File: src/hdl/vse_pkg.sv
package vse_pkg;

    // Build-time defaults and fixed field widths
    localparam int MAX_VALUES_DEF = 64;
    localparam int VALUE_W        = 32;
    localparam int RESULT_W       = 64;
    localparam int COUNT_W        = 7;
    localparam int ROOT_W         = 32;

    // stat_mode codes
    localparam logic MODE_SAMPLE_VAR = 1'b1;
    localparam logic STAT_MODE_RST   = MODE_SAMPLE_VAR;

    // Back-end sequencer states
    typedef enum logic [2:0] {
        BK_IDLE,
        BK_MEAN,
        BK_PASS,
        BK_VDIV,
        BK_ROOT
    } t_back_state;

    // One finished result, back end to top level
    typedef struct packed {
        logic                strobe;
        logic [RESULT_W-1:0] value;
        logic                ovf;
        logic [COUNT_W-1:0]  count;
    } t_result;

endpackage

File: src/hdl/vse_div.sv
module vse_div #(
    parameter int  DVD_W  = 70,
    parameter int  DVS_W  = 7,
    localparam int STEP_W = $clog2(DVD_W)
) (
    input  logic             i_clk,
    input  logic             i_rst_n,
    input  logic             i_start,
    input  logic [DVD_W-1:0] i_dividend,
    input  logic [DVS_W-1:0] i_divisor,
    output logic             o_done,
    output logic [DVD_W-1:0] o_quotient
);
    import vse_pkg::*;

    logic              r_busy;
    logic              r_done;
    logic [STEP_W-1:0] r_step;
    logic [DVD_W-1:0]  r_dq;
    logic [DVS_W-1:0]  r_rem;
    logic [DVS_W-1:0]  r_dvs;

    logic [DVS_W:0]    w_trial;
    logic              w_ge;
    logic [DVS_W-1:0]  w_rem_nx;

    // One restoring step: shift in the next dividend bit, subtract if it fits
    always_comb begin
        w_trial  = {r_rem, r_dq[DVD_W-1]};
        w_ge     = (w_trial >= {1'b0, r_dvs});
        w_rem_nx = w_ge ? DVS_W'(w_trial - {1'b0, r_dvs}) : w_trial[DVS_W-1:0];
    end

    // Step control
    always_ff @(posedge i_clk) begin
        if (!i_rst_n) begin
            r_busy <= 1'b0;
            r_done <= 1'b0;
            r_step <= '0;
        end else begin
            r_done <= 1'b0;
            if (i_start) begin
                r_busy <= 1'b1;
                r_step <= '0;
            end else if (r_busy) begin
                r_step <= r_step + 1'b1;
                if (r_step == STEP_W'(DVD_W - 1)) begin
                    r_busy <= 1'b0;
                    r_done <= 1'b1;
                end
            end
        end
    end

    // Quotient bits shift in where the dividend shifts out
    always_ff @(posedge i_clk) begin
        if (i_start) begin
            r_dq  <= i_dividend;
            r_rem <= '0;
            r_dvs <= i_divisor;
        end else if (r_busy) begin
            r_rem <= w_rem_nx;
            r_dq  <= {r_dq[DVD_W-2:0], w_ge};
        end
    end

    assign o_done     = r_done;
    assign o_quotient = r_dq;

endmodule

File: src/hdl/vse_sqrt.sv
module vse_sqrt (
    input  logic                          i_clk,
    input  logic                          i_rst_n,
    input  logic                          i_start,
    input  logic [2*vse_pkg::ROOT_W-1:0]  i_radicand,
    output logic                          o_done,
    output logic [vse_pkg::ROOT_W-1:0]    o_root
);
    import vse_pkg::*;

    localparam int RAD_W  = 2 * ROOT_W;
    localparam int REM_W  = ROOT_W + 2;
    localparam int STEP_W = $clog2(ROOT_W);

    logic              r_busy;
    logic              r_done;
    logic [STEP_W-1:0] r_step;
    logic [RAD_W-1:0]  r_x;
    logic [REM_W-1:0]  r_rem;
    logic [ROOT_W-1:0] r_root;

    logic [REM_W+1:0]  w_trial;
    logic [REM_W+1:0]  w_test;
    logic              w_ge;
    logic [REM_W-1:0]  w_rem_nx;

    // One root digit per step: bring down two bits, test root*4+1
    always_comb begin
        w_trial  = {r_rem, r_x[RAD_W-1 -: 2]};
        w_test   = {2'b00, r_root, 2'b01};
        w_ge     = (w_trial >= w_test);
        w_rem_nx = w_ge ? REM_W'(w_trial - w_test) : REM_W'(w_trial);
    end

    // Step control
    always_ff @(posedge i_clk) begin
        if (!i_rst_n) begin
            r_busy <= 1'b0;
            r_done <= 1'b0;
            r_step <= '0;
        end else begin
            r_done <= 1'b0;
            if (i_start) begin
                r_busy <= 1'b1;
                r_step <= '0;
            end else if (r_busy) begin
                r_step <= r_step + 1'b1;
                if (r_step == STEP_W'(ROOT_W - 1)) begin
                    r_busy <= 1'b0;
                    r_done <= 1'b1;
                end
            end
        end
    end

    // Datapath
    always_ff @(posedge i_clk) begin
        if (i_start) begin
            r_x    <= i_radicand;
            r_rem  <= '0;
            r_root <= '0;
        end else if (r_busy) begin
            r_x    <= {r_x[RAD_W-3:0], 2'b00};
            r_rem  <= w_rem_nx;
            r_root <= {r_root[ROOT_W-2:0], w_ge};
        end
    end

    assign o_done = r_done;
    assign o_root = r_root;

endmodule

File: src/hdl/vse_back.sv
module vse_back #(
    parameter int  MAX_VALUES = vse_pkg::MAX_VALUES_DEF,
    localparam int CNT_W      = $clog2(MAX_VALUES + 1),
    localparam int IDX_W      = $clog2(MAX_VALUES),
    localparam int SUM_W      = vse_pkg::VALUE_W + $clog2(MAX_VALUES),
    localparam int ACC_W      = vse_pkg::RESULT_W + $clog2(MAX_VALUES)
) (
    input  logic                        i_clk,
    input  logic                        i_rst_n,
    input  logic                        i_stat_mode,
    input  logic                        i_job_valid,
    output logic                        o_job_pop,
    input  logic [CNT_W-1:0]            i_job_n,
    input  logic signed [SUM_W-1:0]     i_job_sum,
    input  logic                        i_job_drop,
    output logic [CNT_W-1:0]            o_free,
    output logic                        o_rd_en,
    output logic [IDX_W-1:0]            o_rd_addr,
    input  logic [vse_pkg::VALUE_W-1:0] i_rd_data,
    output vse_pkg::t_result            o_res
);
    import vse_pkg::*;

    t_back_state           r_state, n_state;
    logic [CNT_W-1:0]      r_n;
    logic                  r_neg;
    logic                  r_drop;
    logic signed [VALUE_W-1:0] r_mean;
    logic [CNT_W-1:0]      r_rd_idx;
    logic                  r_v1, r_v2, r_v3;
    logic [VALUE_W-1:0]    r_mag;
    logic [RESULT_W-1:0]   r_sq;
    logic [ACC_W-1:0]      r_acc;
    logic                  r_res_strobe;
    logic [RESULT_W-1:0]   r_res_value;
    logic                  r_res_ovf;
    logic [COUNT_W-1:0]    r_res_count;

    logic                  w_div_start;
    logic [ACC_W-1:0]      w_div_dividend;
    logic [CNT_W-1:0]      w_div_divisor;
    logic                  w_div_done;
    logic [ACC_W-1:0]      w_div_q;
    logic                  w_sat;
    logic                  w_rt_start;
    logic                  w_rt_done;
    logic [ROOT_W-1:0]     w_rt_root;
    logic [SUM_W-1:0]      w_sum_abs;
    logic                  w_issue;
    logic                  w_pass_end;
    logic                  w_emit;
    logic [RESULT_W-1:0]   w_emit_value;
    logic                  w_emit_ovf;
    logic [CNT_W-1:0]      w_emit_n;
    logic signed [VALUE_W:0] w_diff;
    logic [VALUE_W-1:0]    w_mag;

    // Shared restoring divider: mean first, then the final quotient
    vse_div #(
        .DVD_W (ACC_W),
        .DVS_W (CNT_W)
    ) u_div (
        .i_clk      (i_clk),
        .i_rst_n    (i_rst_n),
        .i_start    (w_div_start),
        .i_dividend (w_div_dividend),
        .i_divisor  (w_div_divisor),
        .o_done     (w_div_done),
        .o_quotient (w_div_q)
    );

    vse_sqrt u_sqrt (
        .i_clk      (i_clk),
        .i_rst_n    (i_rst_n),
        .i_start    (w_rt_start),
        .i_radicand (w_div_q[RESULT_W-1:0]),
        .o_done     (w_rt_done),
        .o_root     (w_rt_root)
    );

    assign w_sum_abs  = i_job_sum[SUM_W-1] ? SUM_W'(-i_job_sum) : SUM_W'(i_job_sum);
    assign w_sat      = |w_div_q[ACC_W-1:RESULT_W];
    assign w_issue    = (r_state == BK_PASS) && (r_rd_idx < r_n);
    assign w_pass_end = (r_state == BK_PASS) && (r_rd_idx == r_n) && !r_v1 && !r_v2 && !r_v3;

    // Sequencer: next state, unit starts and result capture
    always_comb begin
        n_state        = r_state;
        o_job_pop      = 1'b0;
        w_div_start    = 1'b0;
        w_div_dividend = ACC_W'(w_sum_abs);
        w_div_divisor  = i_job_n;
        w_rt_start     = 1'b0;
        w_emit         = 1'b0;
        w_emit_value   = '0;
        w_emit_ovf     = r_drop;
        w_emit_n       = r_n;
        case (r_state)
            BK_IDLE: begin
                if (i_job_valid) begin
                    o_job_pop = 1'b1;
                    if (i_job_n < CNT_W'(2)) begin
                        // a set of one value gives zero at once
                        w_emit     = 1'b1;
                        w_emit_ovf = i_job_drop;
                        w_emit_n   = i_job_n;
                    end else begin
                        w_div_start = 1'b1;
                        n_state     = BK_MEAN;
                    end
                end
            end
            BK_MEAN: begin
                if (w_div_done) begin
                    n_state = BK_PASS;
                end
            end
            BK_PASS: begin
                if (w_pass_end) begin
                    w_div_start    = 1'b1;
                    w_div_dividend = r_acc;
                    w_div_divisor  = (i_stat_mode == MODE_SAMPLE_VAR) ? r_n - 1'b1 : r_n;
                    n_state        = BK_VDIV;
                end
            end
            BK_VDIV: begin
                if (w_div_done) begin
                    if (w_sat) begin
                        w_emit       = 1'b1;
                        w_emit_value = '1;
                        w_emit_ovf   = 1'b1;
                        n_state      = BK_IDLE;
                    end else if (i_stat_mode == MODE_SAMPLE_VAR) begin
                        w_emit       = 1'b1;
                        w_emit_value = w_div_q[RESULT_W-1:0];
                        n_state      = BK_IDLE;
                    end else begin
                        w_rt_start = 1'b1;
                        n_state    = BK_ROOT;
                    end
                end
            end
            BK_ROOT: begin
                if (w_rt_done) begin
                    w_emit       = 1'b1;
                    w_emit_value = RESULT_W'(w_rt_root);
                    n_state      = BK_IDLE;
                end
            end
            default: begin
                n_state = BK_IDLE;
            end
        endcase
    end

    // Free entries: none in MEAN, below read idx in PASS, else all
    always_comb begin
        case (r_state)
            BK_MEAN: o_free = '0;
            BK_PASS: o_free = r_rd_idx;
            default: o_free = CNT_W'(MAX_VALUES);
        endcase
    end

    // Deviation magnitude from the stored value
    always_comb begin
        w_diff = $signed({i_rd_data[VALUE_W-1], i_rd_data})
               - $signed({r_mean[VALUE_W-1], r_mean});
        w_mag  = w_diff[VALUE_W] ? VALUE_W'(-w_diff) : w_diff[VALUE_W-1:0];
    end

    // Control registers
    always_ff @(posedge i_clk) begin
        if (!i_rst_n) begin
            r_state      <= BK_IDLE;
            r_v1         <= 1'b0;
            r_v2         <= 1'b0;
            r_v3         <= 1'b0;
            r_res_strobe <= 1'b0;
        end else begin
            r_state      <= n_state;
            r_v1         <= w_issue;
            r_v2         <= r_v1;
            r_v3         <= r_v2;
            r_res_strobe <= w_emit;
        end
    end

    // Job, mean and squared-deviation pipeline
    always_ff @(posedge i_clk) begin
        if (o_job_pop) begin
            r_n      <= i_job_n;
            r_neg    <= i_job_sum[SUM_W-1];
            r_drop   <= i_job_drop;
            r_acc    <= '0;
            r_rd_idx <= '0;
        end else begin
            if (w_issue) begin
                r_rd_idx <= r_rd_idx + 1'b1;
            end
            if (r_v3) begin
                r_acc <= r_acc + ACC_W'(r_sq);
            end
        end
        if ((r_state == BK_MEAN) && w_div_done) begin
            r_mean <= r_neg ? -w_div_q[VALUE_W-1:0] : w_div_q[VALUE_W-1:0];
        end
        if (r_v1) begin
            r_mag <= w_mag;
        end
        if (r_v2) begin
            r_sq <= r_mag * r_mag;
        end
        if (w_emit) begin
            r_res_value <= w_emit_value;
            r_res_ovf   <= w_emit_ovf;
            r_res_count <= COUNT_W'(w_emit_n);
        end
    end

    assign o_rd_en   = w_issue;
    assign o_rd_addr = r_rd_idx[IDX_W-1:0];

    assign o_res = '{strobe: r_res_strobe, value: r_res_value,
                     ovf: r_res_ovf, count: r_res_count};

endmodule

File: config.mk
export PLATFORM = sky130hd
export DESIGN_NAME = vse_back
export DESIGN_NICKNAME = d
export VERILOG_FILES = /design/src/hdl/vse_pkg.sv /design/src/hdl/vse_div.sv /design/src/hdl/vse_sqrt.sv /design/src/hdl/vse_back.sv
export SDC_FILE = /design/constraint.sdc
export NUM_CORES = 2
export LEC_CHECK = 0
export ABC_CLOCK_PERIOD_IN_PS = 8300
export BUFFER_PORTS_ARGS = -buffer_cell sky130_fd_sc_hd__buf_2
export CAP_MARGIN = 30
export CORE_ASPECT_RATIO = 1.75
export CORE_MARGIN = 8
export CORE_UTILIZATION = 40
export DETAILED_ROUTE_END_ITERATION = 8
export HOLD_SLACK_MARGIN = 0.06
export PLACE_DENSITY = 0.69
export SLEW_MARGIN = 20
export SYNTH_ARGS = -nofsm -noshare
export SYNTH_HDL_FRONTEND = slang
export SYNTH_SLANG_ARGS = --single-unit
File: constraint.sdc
create_clock -name i_clk -period 8.3 [get_ports i_clk]
set_clock_uncertainty 0.15 [all_clocks]
set_input_delay 1.245 -clock i_clk [delete_from_list [all_inputs] [get_ports i_clk]]
set_output_delay 1.245 -clock i_clk [all_outputs]
set_load 0.02 [all_outputs]
==> impl_results.md <==
* Die Span X at 308 microns
* CP Data Arrival Time at 8310 ps
* Final setup viols at 0
* Cell Count, Final, Fillers Out at 8730
* Worst slew margin at 32.6%
* Worst hold slack at 329 ps
* Worst Tran Pin Value at 1000 ps
* Mapped cell area at 0.0595 sq mm
* Routed wire length at 180 mm
* Final period util at 97.3%
* Largest net degree at the start of global routing at 96
* Vias after detailed routing at 46200
* Period minus WS final at 8080 ps
* Initial Util at 40.2%
* Clk sinks at 522
* RePlAce Congestion at 0.959
* H-Tree Depth at 2
* Hold-fix buffers at CTS at 0
* Worst-path fanout max at 6
* Final max-slew violation count at 0
* Placed Instances at 8583
* Core area at 0.148 sq mm
* CTS tree: done
* GRT Total Usage at 21.8%
* Post-DP HPWL at 146 mm
* Clock transition at path regs at 80 ps
* Setup Slack @ Placement at -439 ps
* Final ANT Viol Nets at 0
* Initial drt markers at 2826
* EDFF count, synth at 349
* Post-layout net count at 8033
* Global-route wire length before repair at 275 mm
* Delay-heaviest family, CP: adder cells
* Post-synthesis async set-or-reset flop share at 0%
* Die ar. at 0.162 sq mm
* Syn avg cell area at 9.28 sq um
* Area grow syn2layout at 13.3%
* Via/cell ratio at 5.29
* Num rows at 187
* Max Fclk at 124 MHz
* Die Y at 526 microns
* Status: completed
* Seq cells post-synth at 522
* Max Cap Viol at 0
* Worst setup EP type: register
* Critical path type: reg -> reg
* Later-pin clock latency in the skew report at 650 ps
* Count of input and output buffers at 169
* Initial antenna violation count at 5
* Final hold vios at 0
* Drt wl/cell at 20.6 microns
* Total CTS buffers at 48
* TritonRoute pass-1 iters at 7
* Req. time, crit path at 8530 ps
* Root Buffer: clkbuf_16
* Critical Path Source Type: register
* CP peak stage delay at 530 ps
* Total grt overflow at 0
* Share of layout cells above drive strength 1 at 12.5%
* DRC viols at 0
* Final WS setup at 221 ps
* Post-synth top flop: edfxtp_1
* Yosys Warn Count at 0
* IO Count at 170
* Seq/Total Area, Yosys at 23.4%
* Vias in the first global route at 50100
* Worst path most repeated cell: fa_1
* WP buf/inv at 10
* Hold WC Path Type: reg -> reg
* Cell variety after synth at 81
* Highest-delay cell along the critical path: fa_1
* Longest Clk Path Bufs at 3
* Mapped Nets at 7746
* Synthesized instance count at 6414
-- cells in the final DEF (no fill, tap or decap), types with 74 or more instances in the layout --
master    instances
xnor2_1         202
a21oi_1         275
nor2_1          331
buf_4           280
buf_2           171
dfxtp_1         169
mux2i_1         100
a21o_1          138
fa_1            770
nand2_1         735
ha_1            434
nand3_1          74
o21ai_0         251
inv_1          1149
xor2_1          126
edfxtp_1        349
and2_1          229
-- final timing paths --
kind	from	end	slack [ps]	depth (start not counted)
setup / recovery	r_mag[2]	r_sq[62]	220	31
hold / removal	u_div.r_rem[6]	u_div.r_rem[6]	330	2
setup reg to reg	r_mag[2]	r_sq[62]	220	31
hold reg to reg	u_div.r_rem[6]	u_div.r_rem[6]	330	2
-- synthesized netlist by cell type, types with 27 or more instances --
cell	instances	area share [%]
a211oi_1	45	0.57
a21o_1	138	1.7
a21oi_1	287	2.4
a31oi_1	39	0.41
and2_1	256	2.7
and3_1	30	0.32
clkbuf_1	252	1.6
dfxtp_1	173	5.8
edfxtp_1	349	18
fa_1	796	27
ha_1	454	9.5
inv_1	1176	7.4
mux2i_1	100	1.7
nand2_1	757	4.8
nand2b_1	31	0.33
nand3_1	76	0.64
nand4_1	47	0.49
nor2_1	341	2.2
nor2b_1	36	0.38
nor3_1	35	0.29
o21a_1	53	0.67
o21ai_0	258	2.2
o21bai_1	34	0.43
o31ai_1	27	0.34
xnor2_1	204	3.0
xor2_1	128	1.9
-- cell type report --
class,instances,area [sq um]
clock buffers,62,1330
flip-flops and latches,522,14000
fillers,14000,80700
well taps,1984,2480
multi-input cells,4431,40900
inverters,1181,4440
repair buffers,517,3970
clock inverters,28,347
diodes,5,12.5
-- routing by layer --
layer  global-route usage, %  routed length [microns]  part of all wire (%)  up-vias
li1                        -                        -                     -    21200
met1                    21.2                    59700                    33    22800
met2                    41.4                    94800                    53     1552
met3                    2.52                     8470                   4.7      677
met4                    16.5                    16700                   9.3        0
met5                       0                        0                     0        -
-- worst register-to-register path: cells and delay by family (launching register included) --
family                     cells  cell delay [ps]
AOI/OAI and AO/OA              9             1760
buffers and inverters         10              950
xor gates and xnor gates       1              100
and+or+nand+nor                2              230
adders and majority gates      9             4210
DFF                            1              420
-- stage by stage --
stage               TNS [ps]  cell area, sq um  utilization [%]
floorplan                  0             59500                -
global placement       -2000             64200             43.3
detailed placement     -3050             64200             43.4
CTS                  -0.0444             66000             44.6
global route            -140             67400             45.5
finish                     0             67400             45.5
-- state kept, by name, summed over array words and instances (netlist names), 32 cells and up --
signal            cells
u_sqrt.o_root        32
r_mean               32
r_mag                32
r_res_value          64
r_acc                70
u_sqrt.r_rem         34
r_sq                 63
u_sqrt.r_x           64
u_div.o_quotient     70
-- cells by family (layout without fill, tap and decap cells) --
kind of cell / count (synthesis) / count (layout) / share of synthesized area [%]
compound gates: 1032 / 1032 / 10.9
other cells: 0 / 5 / 0
buf+inv: 1461 / 1788 / 9.28
xor+xnor: 332 / 332 / 4.89
flops: 522 / 522 / 23.4
fa+ha+maj: 1250 / 1250 / 36.3
mux: 104 / 104 / 1.76
simple gates: 1713 / 1713 / 13.4
-- repair_timing --
| item | 4_1_cts | 5_1_grt |
|---|---|---|
| buffers inserted | 6 | 40 |
| pin swaps | 7 | 150 |
| endpoints found under the setup margin | 18 | 19 |
| resized for setup | 24 | 231 |
| gates cloned | 0 | 4 |
Power is left out: the tool's default activity adds up to more than one toggle a clock period on the data nets, which glitch-free logic cannot reach.
