File: src/hdl/vse_pkg.sv
package vse_pkg;

    // Build-time defaults and fixed field widths
    localparam int MAX_VALUES_DEF = 64;
    localparam int VALUE_W        = 32;
    localparam int RESULT_W       = 64;
    localparam int COUNT_W        = 7;
    localparam int ROOT_W         = 32;

    // stat_mode codes
    localparam logic MODE_SAMPLE_VAR = 1'b1;
    localparam logic STAT_MODE_RST   = MODE_SAMPLE_VAR;

    // Back-end sequencer states
    typedef enum logic [2:0] {
        BK_IDLE,
        BK_MEAN,
        BK_PASS,
        BK_VDIV,
        BK_ROOT
    } t_back_state;

    // One finished result, back end to top level
    typedef struct packed {
        logic                strobe;
        logic [RESULT_W-1:0] value;
        logic                ovf;
        logic [COUNT_W-1:0]  count;
    } t_result;

endpackage

File: src/hdl/vse_front.sv
module vse_front #(
    parameter int  MAX_VALUES = vse_pkg::MAX_VALUES_DEF,
    localparam int CNT_W      = $clog2(MAX_VALUES + 1),
    localparam int IDX_W      = $clog2(MAX_VALUES),
    localparam int SUM_W      = vse_pkg::VALUE_W + $clog2(MAX_VALUES)
) (
    input  logic                               i_clk,
    input  logic                               i_rst_n,
    input  logic                               i_start,
    output logic                               o_busy,
    input  logic signed [vse_pkg::VALUE_W-1:0] i_sample_value,
    input  logic                               i_last_value,
    input  logic [CNT_W-1:0]                   i_free,
    output logic                               o_wr_en,
    output logic [IDX_W-1:0]                   o_wr_addr,
    output logic [vse_pkg::VALUE_W-1:0]        o_wr_data,
    output logic                               o_job_valid,
    input  logic                               i_job_pop,
    output logic [CNT_W-1:0]                   o_job_n,
    output logic signed [SUM_W-1:0]            o_job_sum,
    output logic                               o_job_drop
);
    import vse_pkg::*;

    logic [CNT_W-1:0]        r_count, n_count;
    logic signed [SUM_W-1:0] r_sum, n_sum;
    logic                    r_drop, n_drop;
    logic                    r_job_valid, n_job_valid;
    logic [CNT_W-1:0]        r_job_n;
    logic signed [SUM_W-1:0] r_job_sum;
    logic                    r_job_drop;

    logic                    w_full;
    logic                    w_can_take;
    logic                    w_accept;
    logic signed [SUM_W-1:0] w_ext;
    logic [CNT_W-1:0]        w_cnt_inc;
    logic signed [SUM_W-1:0] w_sum_inc;
    logic                    w_drop_inc;

    // Take an item unless a set waits in the queue or the back end still
    // needs the entry this item would overwrite; a full store only drops
    assign w_full     = (r_count == CNT_W'(MAX_VALUES));
    assign w_can_take = !r_job_valid && (w_full || (r_count < i_free));
    assign w_accept   = i_start && w_can_take;
    assign o_busy     = !w_can_take;

    // Running count, sum and drop mark after this item
    assign w_ext      = SUM_W'(i_sample_value);
    assign w_cnt_inc  = w_full ? r_count : r_count + 1'b1;
    assign w_sum_inc  = w_full ? r_sum : r_sum + w_ext;
    assign w_drop_inc = r_drop | w_full;

    // Next state
    always_comb begin
        n_count     = r_count;
        n_sum       = r_sum;
        n_drop      = r_drop;
        n_job_valid = r_job_valid && !i_job_pop;
        if (w_accept) begin
            if (i_last_value) begin
                n_count     = '0;
                n_sum       = '0;
                n_drop      = 1'b0;
                n_job_valid = 1'b1;
            end else begin
                n_count = w_cnt_inc;
                n_sum   = w_sum_inc;
                n_drop  = w_drop_inc;
            end
        end
    end

    always_ff @(posedge i_clk) begin
        if (!i_rst_n) begin
            r_count     <= '0;
            r_sum       <= '0;
            r_drop      <= 1'b0;
            r_job_valid <= 1'b0;
        end else begin
            r_count     <= n_count;
            r_sum       <= n_sum;
            r_drop      <= n_drop;
            r_job_valid <= n_job_valid;
        end
    end

    // One-entry job queue toward the back end
    always_ff @(posedge i_clk) begin
        if (w_accept && i_last_value) begin
            r_job_n    <= w_cnt_inc;
            r_job_sum  <= w_sum_inc;
            r_job_drop <= w_drop_inc;
        end
    end

    // Store write
    assign o_wr_en   = w_accept && !w_full;
    assign o_wr_addr = r_count[IDX_W-1:0];
    assign o_wr_data = i_sample_value;

    assign o_job_valid = r_job_valid;
    assign o_job_n     = r_job_n;
    assign o_job_sum   = r_job_sum;
    assign o_job_drop  = r_job_drop;

endmodule

File: config.mk
export PLATFORM = sky130hd
export DESIGN_NAME = vse_front
export DESIGN_NICKNAME = d
export VERILOG_FILES = /design/src/hdl/vse_pkg.sv /design/src/hdl/vse_front.sv
export SDC_FILE = /design/constraint.sdc
export NUM_CORES = 1
export LEC_CHECK = 0
export BUFFER_PORTS_ARGS = -buffer_cell sky130_fd_sc_hd__buf_2
export CAP_MARGIN = 25
export CORE_MARGIN = 5
export CORE_UTILIZATION = 57
export CTS_BUF_LIST = sky130_fd_sc_hd__clkbuf_2
export CTS_CLUSTER_SIZE = 24
export DETAILED_ROUTE_END_ITERATION = 10
export PLACE_DENSITY = 0.83
export SYNTH_ARGS = -nofsm -noshare
export SYNTH_HDL_FRONTEND = slang
export SYNTH_SLANG_ARGS = --single-unit
File: constraint.sdc
create_clock -name i_clk -period 3.35 [get_ports i_clk]
set_input_delay 0.5025 -clock i_clk [delete_from_list [all_inputs] [get_ports i_clk]]
set_output_delay 0.5025 -clock i_clk [all_outputs]
set_load 0.03 [all_outputs]
==> results of run 1 <==
[cell usage after synthesis (all sizes together), types with 3 or more instances]
cell     instances  area share [%]
a21boi           5            0.59
and2            10            0.99
nand4            9            0.89
and3             8            0.79
a2111oi          3            0.42
a31oi            9            0.99
or4              4            0.54
nor2            39             2.4
clkbuf          20             1.2
a211oi           3            0.44
dfxtp           47              15
edfxtp          46              22
ha              45             8.9
o21ai           28             2.2
a22o            15             2.1
a21oi           50             4.1
a22oi            7            0.83
a32o             4            0.63
o221ai           3            0.42
buf             47             5.4
o211ai           3            0.44
a21o            28             3.3
nand3           14             1.1
nor3b            6            0.71
o21bai           4            0.48
nand2           74             4.4
or3              3            0.30
o21a             7            0.83
xnor2           19             2.6
a31o             5            0.69
nand2b           9            0.89
mux2             9             1.6
xor2            21             2.9
inv             25             1.5
nor4             3            0.30
nor3             5            0.40
nor2b           17             1.7
[power breakdown]
| group | internal, µW | switching (µW) |
|---|---|---|
| combinational | 295 | 493 |
| clock | 103 | 413 |
| sequential | 1280 | 35.4 |
[sequential cells by signal, summed over array words and instances, names as in the netlist]
| name | count |
|---|---|
| o_job_drop | 1 |
| o_job_valid | 1 |
| r_drop | 1 |
| o_job_n | 7 |
| r_count | 7 |
| o_job_sum | 38 |
| r_sum | 38 |
[final cells by class]
| type | instances | area (µm²) | share of cell area, % |
|---|---|---|---|
| tap | 140 | 175 | 2.52 |
| clock inverter | 6 | 47.5 | 0.683 |
| sequential | 93 | 2320 | 33.4 |
| inverter | 25 | 93.8 | 1.35 |
| timing repair buffer | 145 | 788 | 11.3 |
| clock buffer | 10 | 50.0 | 0.719 |
| multi-input combinational | 498 | 3480 | 50.0 |
[how the worst max path moves through the flow]
stage                                 start             to  slack [ps]  cells past startpoint
after floorplan                   i_free[5]     o_job_drop         220                      7
after global placement    i_sample_value[0]  o_job_sum[28]         130                     13
after detailed placement  i_sample_value[0]  o_job_sum[32]          50                     13
after CTS                        r_count[5]        o_wr_en         190                      7
after global routing             r_count[5]        o_wr_en          60                      7
final                              r_sum[0]  o_job_sum[32]         190                     12
[per-layer routing]
metal,share of wire (%),vias up
met3,6.8,25
met5,0,-
met1,43,2520
met4,1.5,0
met2,48,190
li1,-,2634
[worst max-delay path, cell delays in order, from the launching register on]
cell	delay, ps
dfxtp_1	450
ha_1	190
inv_1	60
fa_1	390
nor2b_1	180
o211ai_1	120
a31o_1	250
nand2_1	90
a221o_1	180
a31oi_2	230
o41ai_2	420
xor2_1	120
mux2_2	280
[layout by cell type, fill, tap and decap left out, drive strengths merged, types with 8 or more instances in the layout]
master and instances:
mux2 9, a21o 28, xor2 21, nor2b 17, nand3 14, and3 8
a31oi 9, nand2b 9, nor2 39, buf 145, o21ai 28, ha 45
and2 10, a22o 15, xnor2 19, a21oi 50, clkbuf 10, edfxtp 46
dfxtp 47, inv 26, nand2 74, nand4 9
[timing repair]
item                                    CTS  global route
gates resized for setup                   0             1
endpoints found under the setup margin    0             1
hold endpoints to repair                  0             0
[cells by family (layout without fill, tap and decap cells)]
logic type / after synthesis / count (layout) / synth area share, %
AND/OR/NAND/NOR: 208 / 208 / 16.4
AO/OA/AOI/OAI: 194 / 194 / 22.3
flip-flops: 93 / 93 / 36.8
buffers and inverters: 92 / 186 / 8.03
adder cells (fa/ha/maj): 46 / 46 / 9.24
XOR/XNOR: 40 / 40 / 5.55
multiplexers: 10 / 10 / 1.76
[through the flow]
| stage | hold WS [ps] | setup WS, ps | instances | util [%] | cell area, µm² |
|---|---|---|---|---|---|
| floorplan | 447 | 219 | 683 | - | 6310 |
| global route | 130 | 57.2 | 917 | 64.2 | 6960 |
| detailed placement | 478 | 52.2 | 901 | 63.3 | 6860 |
| finish | 182 | 188 | 917 | 64.2 | 6960 |
| global placement | 458 | 126 | 901 | 63.3 | 6860 |
| CTS | 154 | 188 | 917 | 64.2 | 6960 |
==> run summary, run 1 <==
Outcome: completed
CTS sink cnt: 93
Routed vias: 5369
Layout Skew: 27.9 ps
Dpl hpwl: 11400 µm
Synthesis-stage register bit count: 93
RR Startpoint: r_sum[0]
Clk_lat worst skew: 600 ps
Max_slew headroom: 47.0%
CTS clk-pin slew, worst paths: 270 ps
Hold path startpoint: i_job_pop
Synthesized instance count: 683
Final Net Count: 862
Detailed Routing Iterations Pass 1: 5
Row cnt: 38
Drt wl/cell: 17.0 µm
Post-DR vias/cell: 5.85
Hold Path Class: in -> reg
Startpoint Class: flip-flop
GPL Wtd Cong: 0.891
Layout cell share with drive strength beyond 1: 24.3%
PortBufs: 130
Ports: 131
Layout area overhead: 10.3%
Die area: 0.0133 mm²
Part of the Yosys area used for sequential elements: 36.8%
CTS Root Cell: clkbuf_2
N_diodes: 0
Setup Fix Bufs, Post-CTS: 0
Max Cap Violations: 0
Post-synthesis cell area: 0.00631 mm²
Fmax: 0.316 GHz
Final Hold Fails: 0
Initial antenna violation count: 0
Arrival time worst endpoint: 3560 ps
P per Cell Area: 377 mW/mm²
Slew Viols, Final: 0
End of the worst register-to-register path: o_job_sum[32]
Tightest Pin Transition: 795 ps
WS Path Type: reg -> reg
GRT Residual Overflow: 0
Total power draw: 2620 µW
Net Count, Synth: 773
WHS Path Cells: 3
Asr flop ratio synth: 0%
Prevailing post-synth register cell: dfxtp_1
GR Util All Layers: 23.7%
Routed Antenna Nets: 0
CP required: 3750 ps
Reg2Reg Depth: 12
Avg Cell Area, Syn: 9.24 µm²
Hold Buf Count CTS: 0
Global routing usage on met2: 40.7%
Setup-failing EPs final: 0
Unrepaired setup endpoints after global routing: no
Met1 Resource Use GR: 31.1%
R2R setup slack: 190 ps
Met3 Resource Use GR: 3.68%
Pleak: 0.00324 µW
Vias in the first global route: 5385
Hold EP: o_job_valid
CTS tree: done
Top Usage Layer GRT: met2
Largest net degree at the start of global routing: 35
Initial DRC Count: 398
TritonCTS buffer count: 9
Crit share post-route: 94.4%
Horiz. Die Dim: 115 µm
Residual DRC: 0
Peak VDD IR: 0.231 mV
H-tree level count: 3
Warnings from Yosys: 0
CORE AREA: 0.0108 mm²
Die Ht: 115 µm
Clock tree buffer depth: 2
First-pass GRT wire length: 25400 µm
Drt total wl: 15600 µm
Crit Path Max Fanout: 5
Fillers: 912
Setup TNS Final: 0 ps
Minimum clock period: 3160 ps
Setup crit end kind: flip-flop
Post-synth EDFFs: 46
Netlist cell types: 74
Initial Util: 58.2%
No activity file was read; power rests on OpenSTA's default activity.
==> run 2: changes to the inputs <==
MAX_ROUTING_LAYER = met4   (was default)
==> run summary, run 2 (synthesis gave the netlist of run 1 again) <==
Outcome: completed (unchanged)
Horiz. Die Dim: 115 µm (unchanged)
Hold Buf Count CTS: 0 (unchanged)
Core Util, Final: 64.3% (was 64.2%)
Top Usage Layer GRT: met2 (unchanged)
First-pass GRT wire length: 25600 µm (was 25400 µm)
Sw frac: 34.6% (was 35.9%)
CTS tree: done (unchanged)
TritonCTS buffer count: 9 (unchanged)
Switching Power: 923 µW (was 941 µW)
Final Hold Fails: 0 (unchanged)
Cts repair resizes: 0 (unchanged)
Detailed Routing Iterations Pass 1: 5 (unchanged)
Layout cell share with drive strength beyond 1: 24.2% (was 24.3%)
Row cnt: 38 (unchanged)
Layout area overhead: 10.4% (was 10.3%)
Setup Fix Bufs, Post-CTS: 0 (unchanged)
GR Util All Layers: 24.5% (was 23.7%)
Drt total wl: 15700 µm (was 15600 µm)
Clock tree buffer depth: 2 (unchanged)
Met1 Resource Use GR: 31.4% (was 31.1%)
Crit-path cells: ha_1 > inv_1 > fa_1 > nor2b_1 > o211ai_1 > a31o_1 > nand2_1 > a221o_1 > a31oi_2 > o41ai_2 > xor2_1 > mux2_2 (unchanged)
Final Net Count: 862 (unchanged)
Global routing usage on met2: 41.4% (was 40.7%)
N_diodes: 0 (unchanged)
Layout Skew: 55.4 ps (was 27.9 ps)
Tightest Pin Transition: 799 ps (was 795 ps)
Setup crit start: r_sum[0] (unchanged)
Max Cap Violations: 0 (unchanged)
WS Path Type: reg -> reg (unchanged)
Initial antenna violation count: 0 (unchanged)
Arrival time worst endpoint: 3510 ps (was 3560 ps)
Fillers: 909 (was 912)
Clk network pwr share: 21.1% (was 19.7%)
CTS clk-pin slew, worst paths: 280 ps (was 270 ps)
Unrepaired setup endpoints after global routing: no (unchanged)
H-tree level count: 3 (unchanged)
CORE AREA: 0.0108 mm² (unchanged)
Initial Util: 58.2% (unchanged)
Pleak: 0.00326 µW (was 0.00324 µW)
Post-place setup slack: 43.7 ps (was 52.2 ps)
Leading cell type in the layout, fill and taps excluded: buf_2 (unchanged)
Highest cell delay on the worst timing path: 430 ps (was 450 ps)
Die area: 0.0133 mm² (unchanged)
PortBufs: 130 (unchanged)
Hold Path Class: in -> reg (unchanged)
Dpl hpwl: 11700 µm (was 11400 µm)
Hold path startpoint: i_job_pop (unchanged)
Setup WS post-layout: 208 ps (was 188 ps)
Dpl cells: 901 (unchanged)
Gate power share: 29.6% (was 30.0%)
Seq pwr share: 49.3% (was 50.3%)
Routed Antenna Nets: 0 (unchanged)
Peak VDD IR: 0.222 mV (was 0.231 mV)
Commonest cells after routing, fill and taps aside: 130 x buf_2, 74 x nand2_1, 48 x a21oi_1, 47 x dfxtp_1, 46 x edfxtp_1 (unchanged)
Setup-failing EPs final: 0 (unchanged)
Setup TNS Final: 0 ps (unchanged)
RR Startpoint: r_sum[0] (unchanged)
Drt wl/cell: 17.1 µm (was 17.0 µm)
Residual DRC: 0 (unchanged)
Post-DR vias/cell: 5.85 (about the same)
Max_slew headroom: 46.7% (was 47.0%)
Fin cells: 916 (was 917)
Crit share post-route: 93.8% (was 94.4%)
Fmax: 0.318 GHz (was 0.316 GHz)
Vias in the first global route: 5320 (was 5385)
Die Ht: 115 µm (unchanged)
CP required: 3720 ps (was 3750 ps)
Minimum clock period: 3140 ps (was 3160 ps)
Slowest CP cell: dfxtp_1 (unchanged)
Routed vias: 5355 (was 5369)
Ports: 131 (unchanged)
Setup crit end kind: flip-flop (unchanged)
Clk_lat worst skew: 600 ps (about the same)
Startpoint Class: flip-flop (unchanged)
GRT Residual Overflow: 0 (unchanged)
Met3 Resource Use GR: 2.47% (was 3.68%)
Initial DRC Count: 354 (was 398)
Largest net degree at the start of global routing: 35 (unchanged)
CTS sink cnt: 93 (unchanged)
Int Power: 1750 µW (was 1680 µW)
GPL Wtd Cong: 0.892 (was 0.891)
CTS Root Cell: clkbuf_2 (unchanged)
P per Cell Area: 383 mW/mm² (was 377 mW/mm²)
Crit Path Max Fanout: 5 (unchanged)
Slew Viols, Final: 0 (unchanged)
## run 2: cell count changes in the layout (fill, tap and decap cells not counted), sizes merged
cell | previous run | this run
clkinvlp | 4 | 0
clkinv | 1 | 4
bufinv | 0 | 1
inv | 26 | 25
## run 2: worst paths after layout
path                   endpoint  slack (ps)  cells after the start
hold / removal      o_job_valid         180                      3
hold reg to reg       r_sum[34]         490                      2
setup reg to reg  o_job_sum[32]         210                     12
setup / recovery  o_job_sum[32]         210                     12
## run 2: per-layer routing
metal / wire [µm] / up-vias
met5: 0 / -
met4: 201 / 0
met3: 876 / 13
met2: 7670 / 169
met1: 6940 / 2543
li1: - / 2630
## run 2: cell type report
class	instances	area, µm²	share of cell area (%)
clock buffers	10	50.0	0.719
inverters	25	93.8	1.35
flip-flops and latches	93	2320	33.3
repair buffers	145	788	11.3
clock inverters	5	53.8	0.772
well taps	140	175	2.51
multi-input cells	498	3480	50.0
## run 2: power by group through the flow
| stage | clock (µW) | sequential [µW] | combinational (µW) |
|---|---|---|---|
| 6_report | 563 | 1320 | 790 |
| 5_1_grt | 618 | 1320 | 863 |
| 4_1_cts | 568 | 1320 | 787 |
| 3_5_place_dp | 0 | 1340 | 781 |
| 3_3_place_gp | 0 | 1340 | 762 |
| 2_1_floorplan | 0 | 1410 | 527 |
## run 2: metrics by stage
stage               power (µW)  hold WS (ps)  instance area, µm²
global placement          2100           459                6860
floorplan                 1940           447                6310
finish                    2670           176                6970
global route              2800           142                6970
CTS                       2670           158                6970
detailed placement        2120           463                6860
## run 2: critical path: cells and delay by family, from the launching register on
family                     cells  cell delay (ps)
AOI/OAI and AO/OA              5             1160
xor gates and xnor gates       1              130
adders and majority gates      2              590
buffers and inverters          1               60
DFF                            1              430
muxes                          1              280
and+or+nand+nor                2              280
==> run 3: changes to the inputs <==
CORE_ASPECT_RATIO = 0.7   (was default)
==> run summary, run 3 (synthesis gave the netlist of run 1 again) <==
Outcome: completed (unchanged)
Hold path startpoint: i_job_pop (unchanged)
Crit share post-route: 94.1% (was 93.8%)
Setup-failing EPs final: 0 (unchanged)
Layout cell share with drive strength beyond 1: 24.1% (was 24.2%)
Commonest cells after routing, fill and taps aside: 130 x buf_2, 74 x nand2_1, 48 x a21oi_1, 47 x dfxtp_1, 46 x edfxtp_1 (unchanged)
N_diodes: 0 (unchanged)
CTS tree: done (unchanged)
CP required: 3700 ps (was 3720 ps)
Reg2Reg Depth: 12 (unchanged)
Final Hold Fails: 0 (unchanged)
P per Cell Area: 391 mW/mm² (was 383 mW/mm²)
Highest cell delay on the worst timing path: 430 ps (about the same)
Max Cap Violations: 0 (unchanged)
Dpl cells: 914 (was 901)
Arrival time worst endpoint: 3500 ps (was 3510 ps)
Ports: 131 (unchanged)
Post-place setup slack: 4.12 ps (was 43.7 ps)
Setup WS post-layout: 196 ps (was 208 ps)
Peak VDD IR: 0.284 mV (was 0.222 mV)
Detailed Routing Iterations Pass 1: 5 (unchanged)
Drt wl/cell: 17.3 µm (was 17.1 µm)
Reg area: 0.00232 mm² (unchanged)
R2R setup slack: 200 ps (was 210 ps)
Fin cells: 929 (was 916)
Setup TNS Final: 0 ps (unchanged)
CTS sink cnt: 93 (unchanged)
GR Util All Layers: 24.4% (was 24.5%)
Clock tree buffer depth: 2 (unchanged)
Startpoint Class: flip-flop (unchanged)
Residual DRC: 0 (unchanged)
Vias in the first global route: 5310 (was 5320)
CTS clk-pin slew, worst paths: 240 ps (was 280 ps)
Post-DR vias/cell: 5.91 (was 5.85)
Initial antenna violation count: 0 (unchanged)
Slew Viols, Final: 0 (unchanged)
CORE AREA: 0.0109 mm² (was 0.0108 mm²)
Fillers: 922 (was 909)
Setup crit end kind: flip-flop (unchanged)
Die Ht: 98.0 µm (was 115 µm)
Total power draw: 2740 µW (was 2670 µW)
Hold Path Class: in -> reg (unchanged)
Layout area overhead: 11.0% (was 10.4%)
Dpl hpwl: 12000 µm (was 11700 µm)
RR Startpoint: r_sum[0] (unchanged)
End of the worst register-to-register path: o_job_sum[22] (was o_job_sum[32])
Minimum clock period: 3150 ps (was 3140 ps)
WHS Path Cells: 3 (unchanged)
Crit-path cells: ha_1 > inv_1 > fa_1 > nor2b_1 > o211ai_1 > a31o_1 > a21oi_1 > nor2_1 > o21ai_1 > a31oi_1 > xnor2_1 > mux2_2 (was ha_1 > inv_1 > fa_1 > nor2b_1 > o211ai_1 > a31o_1 > nand2_1 > a221o_1 > a31oi_2 > o41ai_2 > xor2_1 > mux2_2)
Final Net Count: 862 (unchanged)
Fmax: 0.317 GHz (was 0.318 GHz)
H-tree level count: 3 (unchanged)
Unrepaired setup endpoints after global routing: no (unchanged)
First-pass GRT wire length: 25800 µm (was 25600 µm)
PortBufs: 130 (unchanged)
Horiz. Die Dim: 136 µm (was 115 µm)
Largest net degree at the start of global routing: 34 (was 35)
Setup Fix Bufs, Post-CTS: 0 (unchanged)
Row cnt: 32 (was 38)
Tightest Pin Transition: 834 ps (was 799 ps)
GRT Residual Overflow: 0 (unchanged)
Crit Path Max Fanout: 3 (was 5)
CP Capture Point: o_job_sum[22] (was o_job_sum[32])
Initial Util: 57.7% (was 58.2%)
WS Path Type: reg -> reg (unchanged)
Drt total wl: 16100 µm (was 15700 µm)
GPL Wtd Cong: 0.934 (was 0.892)
Setup crit start: r_sum[0] (unchanged)
TritonCTS buffer count: 9 (unchanged)
Max_slew headroom: 44.4% (was 46.7%)
Routed vias: 5492 (was 5355)
Area of the multi-input gates: 0.00348 mm² (about the same)
Layout Skew: 27.3 ps (was 55.4 ps)
Slowest CP cell: dfxtp_1 (unchanged)
CTS Root Cell: clkbuf_2 (unchanged)
Clk_lat worst skew: 580 ps (was 600 ps)
Initial DRC Count: 434 (was 354)
Pleak: 0.00327 µW (was 0.00326 µW)
Leading cell type in the layout, fill and taps excluded: buf_2 (unchanged)
Routed Antenna Nets: 0 (unchanged)
Die area: 0.0133 mm² (about the same)
[run 3: changes by cell type in the layout (fill, tap and decap cells not counted), sizes merged]
| cell | before | now |
|---|---|---|
| clkinvlp | 0 | 1 |
| bufinv | 1 | 2 |
| clkinv | 4 | 2 |
[run 3: how the worst min path moves through the flow]
| stage | end |
|---|---|
| finish | o_job_valid |
| CTS | o_job_valid |
| global route | o_job_valid |
| detailed placement | r_drop |
| global placement | r_drop |
| floorplan | r_sum[34] |
[run 3: repair_timing]
| action | in CTS | in global routing |
|---|---|---|
| endpoints found under the setup margin | 0 | 3 |
| resized for setup | 0 | 2 |
| endpoints found under the hold margin | 0 | 0 |
| hold buffers | 0 | 0 |
[run 3: area by class of cell]
type                    instances  share of cell area, %
repair buffers                145                   11.3
well taps                     153                   2.73
inverters                      25                   1.34
clock inverters                 5                   1.09
clock buffers                  10                  0.714
flip-flops and latches         93                   33.1
multi-input cells             498                   49.7
[run 3: layer usage]
| layer | vias up | track usage [%] | wire length, µm |
|---|---|---|---|
| met5 | - | - | 0 |
| met4 | 0 | 6.74 | 225 |
| met3 | 30 | 4.69 | 1140 |
| met2 | 244 | 38.9 | 7470 |
| met1 | 2589 | 32.0 | 7230 |
| li1 | 2629 | - | - |
[run 3: where the power goes]
part	switching [µW]	leakage, µW	internal [µW]
clock	382	0.0000754	242
combinational	503	0.00238	297
sequential	35.1	0.000815	1280
total	919	0.00327	1820
[run 3: per-stage QoR]
stage	instance area (µm²)	hold slack, ps	util, %
after floorplan	6310	447	-
after global placement	6880	474	62.9
after detailed placement	6880	485	62.9
after CTS	7000	196	64.1
after global routing	7010	200	64.1
final	7010	235	64.1
[run 3: worst max-delay path, delay by kind of cell (launching register included)]
family / cells / cell delay, ps
compound gates: 5 / 1070
fa+ha+maj: 2 / 620
simple gates: 2 / 300
buf+inv: 1 / 60
flops: 1 / 430
xor+xnor: 1 / 170
mux: 1 / 270
